File: src/rtl/rms_pkg.sv
// ----------------------------------------------------------------------------
// rms_pkg
// Shared types and constants for the ratio motion scaler with remainder.
// ----------------------------------------------------------------------------
package rms_pkg;

  localparam int CODE_REGS = 4;
  localparam int MAX_CODES = 4;
  localparam int CFG_IDX_W = 3;
  localparam int DIV_STEPS = 32;
  localparam int STEP_W    = $clog2(DIV_STEPS);

  localparam logic [2:0] SLOT_LIMIT = 3'(MAX_CODES < CODE_REGS ? MAX_CODES : CODE_REGS);

  localparam logic [CFG_IDX_W-1:0] REG_MATCH_TYPE  = 3'd0;
  localparam logic [CFG_IDX_W-1:0] REG_CODE_COUNT  = 3'd1;
  localparam logic [CFG_IDX_W-1:0] REG_CODE_0      = 3'd2;
  localparam logic [CFG_IDX_W-1:0] REG_CODE_1      = 3'd3;
  localparam logic [CFG_IDX_W-1:0] REG_CODE_2      = 3'd4;
  localparam logic [CFG_IDX_W-1:0] REG_CODE_3      = 3'd5;
  localparam logic [CFG_IDX_W-1:0] REG_NUMERATOR   = 3'd6;
  localparam logic [CFG_IDX_W-1:0] REG_DENOMINATOR = 3'd7;

  localparam logic [15:0] CODE_X = 16'h0000;
  localparam logic [15:0] CODE_Y = 16'h0001;

  typedef struct packed {
    logic load;
    logic mul;
    logic add;
    logic mag;
    logic step;
    logic fin;
  } ctrl_cmd_t;

  typedef struct packed {
    logic hit;
    logic out_free;
  } ctrl_stat_t;

  function automatic logic [31:0] sext16(input logic [15:0] v);
    sext16 = {{16{v[15]}}, v};
  endfunction

endpackage

File: src/rtl/rms_ctrl.sv
// ----------------------------------------------------------------------------
// rms_ctrl
// Sequencer: multiply, carry add, magnitude, 32 divide steps, result write.
// ----------------------------------------------------------------------------
module rms_ctrl import rms_pkg::*; (
  input  logic       clk,
  input  logic       rst,
  input  logic       in_valid,
  output logic       in_ready,
  input  ctrl_stat_t stat,
  output ctrl_cmd_t  cmd
);

  localparam logic [2:0] S_IDLE = 3'd0;
  localparam logic [2:0] S_MUL  = 3'd1;
  localparam logic [2:0] S_ADD  = 3'd2;
  localparam logic [2:0] S_MAG  = 3'd3;
  localparam logic [2:0] S_DIV  = 3'd4;
  localparam logic [2:0] S_FIN  = 3'd5;

  logic [2:0]        state, state_next;
  logic [STEP_W-1:0] step_cnt, step_cnt_next;

  assign in_ready = (state == S_IDLE);

  always_comb begin
    state_next    = state;
    step_cnt_next = step_cnt;
    cmd           = '0;
    unique case (state)
      S_IDLE: begin
        if (in_valid) begin
          cmd.load   = 1'b1;
          state_next = S_MUL;
        end
      end
      S_MUL: begin
        if (stat.hit) begin
          cmd.mul    = 1'b1;
          state_next = S_ADD;
        end else begin
          state_next = S_FIN;
        end
      end
      S_ADD: begin
        cmd.add    = 1'b1;
        state_next = S_MAG;
      end
      S_MAG: begin
        cmd.mag       = 1'b1;
        step_cnt_next = '0;
        state_next    = S_DIV;
      end
      S_DIV: begin
        cmd.step      = 1'b1;
        step_cnt_next = step_cnt + 1'b1;
        if (step_cnt == STEP_W'(DIV_STEPS - 1)) state_next = S_FIN;
      end
      S_FIN: begin
        if (stat.out_free) begin
          cmd.fin    = 1'b1;
          state_next = S_IDLE;
        end
      end
      default: state_next = S_IDLE;
    endcase
  end

  always_ff @(posedge clk) begin
    if (rst) begin
      state    <= S_IDLE;
      step_cnt <= '0;
    end else begin
      state    <= state_next;
      step_cnt <= step_cnt_next;
    end
  end

endmodule

File: src/rtl/rms_dpath.sv
// ----------------------------------------------------------------------------
// rms_dpath
// Config registers, match, multiplier, carry add, restoring divider, output.
// ----------------------------------------------------------------------------
module rms_dpath import rms_pkg::*; (
  input  logic                 clk,
  input  logic                 rst,
  input  logic                 cfg_we,
  input  logic [CFG_IDX_W-1:0] cfg_index,
  input  logic [31:0]          cfg_data,
  input  logic [7:0]           event_type,
  input  logic [15:0]          event_code,
  input  logic [31:0]          event_value,
  input  ctrl_cmd_t            cmd,
  output ctrl_stat_t           stat,
  output logic                 out_valid,
  input  logic                 out_ready,
  output logic [31:0]          out_value,
  output logic                 was_scaled
);

  logic [7:0]  match_type;
  logic [2:0]  code_count;
  logic [15:0] code_reg [CODE_REGS];
  logic [31:0] numerator, denominator;
  logic [15:0] carry_x, carry_y;

  logic        hit, sel_x, sel_y;
  logic [31:0] val, prod, sum, mb, rem, quo;
  logic        na, nb;

  logic [2:0]          limit;
  logic                hit_now;
  logic [31:0]         num_eff, den_eff, carry_ext, q_signed, r_signed;
  logic [32:0]         shl, diff;

  always_ff @(posedge clk) begin
    if (rst) begin
      match_type  <= 8'd2;
      code_count  <= 3'd2;
      code_reg[0] <= 16'd0;
      code_reg[1] <= 16'd1;
      code_reg[2] <= 16'd0;
      code_reg[3] <= 16'd0;
      numerator   <= 32'd1;
      denominator <= 32'd1;
    end else if (cfg_we) begin
      unique case (cfg_index)
        REG_MATCH_TYPE:  match_type  <= cfg_data[7:0];
        REG_CODE_COUNT:  code_count  <= cfg_data[2:0];
        REG_CODE_0:      code_reg[0] <= cfg_data[15:0];
        REG_CODE_1:      code_reg[1] <= cfg_data[15:0];
        REG_CODE_2:      code_reg[2] <= cfg_data[15:0];
        REG_CODE_3:      code_reg[3] <= cfg_data[15:0];
        REG_NUMERATOR:   numerator   <= cfg_data;
        REG_DENOMINATOR: denominator <= cfg_data;
        default: ;
      endcase
    end
  end

  assign limit = (code_count > SLOT_LIMIT) ? SLOT_LIMIT : code_count;

  always_comb begin
    hit_now = 1'b0;
    for (int i = 0; i < CODE_REGS; i++) begin
      if ((3'(i) < limit) && (code_reg[i] == event_code)) hit_now = 1'b1;
    end
    hit_now = hit_now && (event_type == match_type);
  end

  assign num_eff   = (numerator == 32'd0) ? 32'd1 : numerator;
  assign den_eff   = (denominator == 32'd0) ? 32'd1 : denominator;
  assign carry_ext = sel_x ? sext16(carry_x) : (sel_y ? sext16(carry_y) : 32'd0);

  assign shl  = {rem, quo[31]};
  assign diff = shl - {1'b0, mb};

  assign q_signed = (na ^ nb) ? (32'd0 - quo) : quo;
  assign r_signed = na ? (32'd0 - rem) : rem;

  always_ff @(posedge clk) begin
    if (cmd.load) begin
      val   <= event_value;
      hit   <= hit_now;
      sel_x <= (event_code == CODE_X);
      sel_y <= (event_code == CODE_Y);
    end
    if (cmd.mul) prod <= 32'(val * num_eff);
    if (cmd.add) sum <= prod + carry_ext;
    if (cmd.mag) begin
      na  <= sum[31];
      nb  <= den_eff[31];
      quo <= sum[31] ? (32'd0 - sum) : sum;
      mb  <= den_eff[31] ? (32'd0 - den_eff) : den_eff;
      rem <= '0;
    end
    if (cmd.step) begin
      if (!diff[32]) begin
        rem <= diff[31:0];
        quo <= {quo[30:0], 1'b1};
      end else begin
        rem <= shl[31:0];
        quo <= {quo[30:0], 1'b0};
      end
    end
    if (cmd.fin) begin
      out_value  <= hit ? sext16(q_signed[15:0]) : val;
      was_scaled <= hit;
    end
  end

  always_ff @(posedge clk) begin
    if (rst) begin
      carry_x <= '0;
      carry_y <= '0;
    end else if (cmd.fin && hit) begin
      if (sel_x) carry_x <= r_signed[15:0];
      if (sel_y) carry_y <= r_signed[15:0];
    end
  end

  always_ff @(posedge clk) begin
    if (rst) begin
      out_valid <= 1'b0;
    end else if (cmd.fin) begin
      out_valid <= 1'b1;
    end else if (out_ready) begin
      out_valid <= 1'b0;
    end
  end

  assign stat.hit      = hit;
  assign stat.out_free = !out_valid || out_ready;

endmodule

File: src/rtl/ratio_motion_scaler_with_remainder_core.sv
// ----------------------------------------------------------------------------
// ratio_motion_scaler_with_remainder_core
// Scales matching motion events by numerator/denominator with per-axis
// remainder carry; other events pass through.
// ----------------------------------------------------------------------------
// Channel  Signals                                    Transfer
// in       in_valid in_ready event_type/code/value    valid & ready
// out      out_valid out_ready out_value was_scaled   valid & ready
// cfg      cfg_valid cfg_ready cfg_index cfg_data     valid & ready
//
// Scaled event: input transfer, then multiply, carry add, magnitude,
// 32 radix-2 divider steps and result write to the output register.
// Pass-through event: input transfer, then result write. One event in flight at a time.
// A finished result waits in the output register; the next event is taken
// meanwhile and stalls only at its own result write.
// Synchronous reset restores the register defaults and clears both carries.
// ----------------------------------------------------------------------------
module ratio_motion_scaler_with_remainder_core import rms_pkg::*; (
  input  logic                 clk,
  input  logic                 rst,
  input  logic                 in_valid,
  output logic                 in_ready,
  input  logic [7:0]           event_type,
  input  logic [15:0]          event_code,
  input  logic [31:0]          event_value,
  output logic                 out_valid,
  input  logic                 out_ready,
  output logic [31:0]          out_value,
  output logic                 was_scaled,
  input  logic                 cfg_valid,
  output logic                 cfg_ready,
  input  logic [CFG_IDX_W-1:0] cfg_index,
  input  logic [31:0]          cfg_data
);

  ctrl_cmd_t  cmd;
  ctrl_stat_t stat;

  assign cfg_ready = 1'b1;

  rms_ctrl u_ctrl (
    .clk      (clk),
    .rst      (rst),
    .in_valid (in_valid),
    .in_ready (in_ready),
    .stat     (stat),
    .cmd      (cmd)
  );

  rms_dpath u_dpath (
    .clk         (clk),
    .rst         (rst),
    .cfg_we      (cfg_valid && cfg_ready),
    .cfg_index   (cfg_index),
    .cfg_data    (cfg_data),
    .event_type  (event_type),
    .event_code  (event_code),
    .event_value (event_value),
    .cmd         (cmd),
    .stat        (stat),
    .out_valid   (out_valid),
    .out_ready   (out_ready),
    .out_value   (out_value),
    .was_scaled  (was_scaled)
  );

endmodule

File: config.mk
export PLATFORM = sky130hd
export DESIGN_NAME = ratio_motion_scaler_with_remainder_core
export DESIGN_NICKNAME = d
export VERILOG_FILES = /design/src/rtl/rms_pkg.sv /design/src/rtl/rms_ctrl.sv /design/src/rtl/rms_dpath.sv /design/src/rtl/ratio_motion_scaler_with_remainder_core.sv
export SDC_FILE = /design/constraint.sdc
export NUM_CORES = 2
export LEC_CHECK = 0
export BUFFER_PORTS_ARGS = -buffer_cell sky130_fd_sc_hd__buf_2
export CAP_MARGIN = 20
export CORE_ASPECT_RATIO = 1.2
export CORE_MARGIN = 2
export CORE_UTILIZATION = 40
export CTS_CLUSTER_DIAMETER = 150
export DETAILED_ROUTE_END_ITERATION = 6
export PLACE_DENSITY_LB_ADDON = 0.15
export SETUP_SLACK_MARGIN = 0.1
export SLEW_MARGIN = 30
export SYNTH_ARGS = -nofsm -noshare
export SYNTH_HDL_FRONTEND = slang
export SYNTH_SLANG_ARGS = --single-unit
File: constraint.sdc
create_clock -name clk -period 17.5 [get_ports clk]
set_clock_uncertainty 0.15 [all_clocks]
set_input_delay 1.75 -clock clk [delete_from_list [all_inputs] [get_ports clk]]
set_output_delay 1.75 -clock clk [all_outputs]
set_load 0.1 [all_outputs]
==> results.yml <==
pwr:
  p_clk_frac: 0.344
  p_sw_frac: 0.321
  p_per_area_nw_per_um2: 70.7
  p_comb_frac: 0.247
  ir_drop_uv: 70.8
  leakage_nw: 16.8
  p_int_mw: 1.91
  power.total_mw: 2.81
  pwr-share-seq: 0.409
  switching_power_mw: 0.901
sta:
  tightest_slew_ns: 0.953
  fmax_mhz: 122
  setup_violations: 0
  rsz0062_at_grt: "no"
  min_period_over_period: 0.467
  fin_crit_ns: 8.18
  hold_viol: 0
  slew-limit-headroom: 0.361
  report.final.slew_viol_count: 0
  tns_ns: 0
  setup_slack_ns: 9.32
placement:
  dp_hpwl_mm: 76.2
  dp_slack_ns: 9.27
  io_buffers: 130
  gp_congestion: 0.857
synthesis:
  synth_area_per_cell_um2: 9.69
  synth_seq_cells: 410
  syn_inst: 3758
  yosys_warnings: 0
  yosysTopAreaCell: "edfxtp_1"
  ys.flop_type: "edfxtp_1"
  async_flop_share: 0
  synth_seq_area_share: 0.306
  synth_top_area_share: 0.243
  netlist_area_um2: 36400
  yosys-top-cells-area: "edfxtp_1 (24%), fa_1 (23%), ha_1 (6.6%)"
  synth-edff-count: 294
  synthesis.nets: 4456
  synth_cell_types: 68
global_routing:
  grt_usage: 0.222
  overflow: 0
  grt_max_degree: 65
  antenna_found_initial: 7
  grt_pass1_vias: 26700
  grt_pass1_wl_mm: 158
die:
  start_util: 0.403
  die_w_um: 279
  die_area_um2: 93400
  ios: 132
  rows: 121
  dieHeight_um: 334
  coreArea_um2: 90400
route:
  vias: 25400
  drt_first_pass_iters: 5
  vias_per_cell: 5.07
  ant_nets: 0
  wl_per_cell_um: 20.1
  drtIter0Drc: 1524
  drc: 0
  wl_mm: 101
cells_and_area:
  num-nets-final: 4495
  nFillCells: 8769
  drive_above_1_share: 0.0777
  mostFrequentLayoutCells: "nand2_1 (547), inv_1 (477), fa_1 (410), and2_1 (333), edfxtp_1 (294)"
  syn2layout_area_growth_pct: 9.24
  multi_input_comb_area_um2: 22800
  regArea_um2: 11200
  largest_reg_flops: 64
  final_common_cell: "nand2_1"
  fin_util: 0.440
job:
  maxCapViolations: 0
worst_setup_path:
  cp.required_ns: 17.67
  start_kind: "flop"
  crit_path_end_kind: "flop"
  crit_fanout: 32
  critPathArrivalTime_ns: 8.35
  crit_type: "flop to flop"
  r2r_slack_ns: 9.32
cts:
  cts_root_buffer: "clkbuf_16"
  cts_tree: "done"
  cts_made_buffers: 48
  hold_buffers: 0
  clkTransAtPathRegs_ns: 0.06
  clk_path_buf_depth: 3
  clkLatencyLatePin_ns: 0.63
  postCtsSetupBuffers: 0
  cts.sinks: 410
  htree_levels: 2
  post_cts_resized: 0
worst_hold_path:
  hp-class: "flop to flop"
outcome:
  outcome: "finished, final reports clean"
==> per-stage QoR <==
step	hold WS (ns)	cells	area, um2
2_1_floorplan	0.274	3758	36400
3_5_place_dp	0.311	4915	38300
4_1_cts	0.319	5004	39700
6_report	0.317	5006	39800
3_3_place_gp	0.309	4913	38200
5_1_grt	0.339	5004	39800
==> worst paths after layout <==
| kind | start | cells after the start | end |
|---|---|---|---|
| worst max-delay path | u_dpath.numerator[25]$_SDFFE_PP0P_ | 24 | u_dpath.prod[30]$_DFFE_PP_ |
| worst min-delay path | u_dpath.match_type[4]$_SDFFE_PP0P_ | 2 | u_dpath.match_type[4]$_SDFFE_PP0P_ |
| worst max register to register | u_dpath.numerator[25]$_SDFFE_PP0P_ | 24 | u_dpath.prod[30]$_DFFE_PP_ |
| worst min register to register | u_dpath.match_type[4]$_SDFFE_PP0P_ | 2 | u_dpath.match_type[4]$_SDFFE_PP0P_ |
==> cells in the mapped netlist, types with 116 or more instances <==
library cell	count
a21oi_1	159
and2_1	334
clkbuf_1	181
dfxtp_1	116
edfxtp_1	294
fa_1	410
ha_1	192
inv_1	478
nand2_1	547
nor2_1	158
o21ai_0	134
xnor2_1	196
==> critical path: stages (launching register included) <==
cell	delay, ns
dfxtp_1	0.40
nor4_1	0.49
nand4_1	0.21
nor2_1	0.20
or2_2	0.72
nand2_1	0.18
fa_1	0.56
inv_1	0.05
fa_1	0.48
ha_1	0.31
ha_1	0.28
inv_1	0.04
fa_1	0.47
inv_1	0.05
fa_1	0.48
ha_1	0.24
or3_1	0.37
a211oi_1	0.29
or4_1	0.23
a21oi_1	0.11
o21a_1	0.25
o311a_1	0.38
a31o_2	0.27
mux2i_1	0.11
or4_1	0.51
==> logic make-up after synthesis <==
logic type,share of synthesized area
compound gates,0.0817
xor+xnor,0.0717
fa+ha+maj,0.292
buf+inv,0.0693
flops,0.306
mux,0.0132
other cells,0.000103
simple gates,0.166
==> cell type report <==
type,count,share of cell area
inverter,478,0.0451
tap,1168,0.0368
multi-input combinational,2679,0.573
antenna,2,0.000126
clock buffer,69,0.0337
clock inverter,20,0.00352
timing repair buffer,180,0.0269
sequential,410,0.281
==> layer usage <==
metal / GRT usage / wire, um
met1: 0.288 / 43300
met2: 0.376 / 48500
met3: 0.0322 / 5100
met4: 0.0835 / 3760
met5: 0 / 0
==> power groups by stage <==
stage	clock network (mW)	logic (mW)	registers [mW]
5_1_grt	1.03	0.780	1.15
3_3_place_gp	0	0.692	1.17
4_1_cts	0.996	0.700	1.15
6_report	0.967	0.693	1.15
2_1_floorplan	0	0.481	1.15
3_5_place_dp	0	0.695	1.17
No activity file was read; power rests on OpenSTA's default activity.
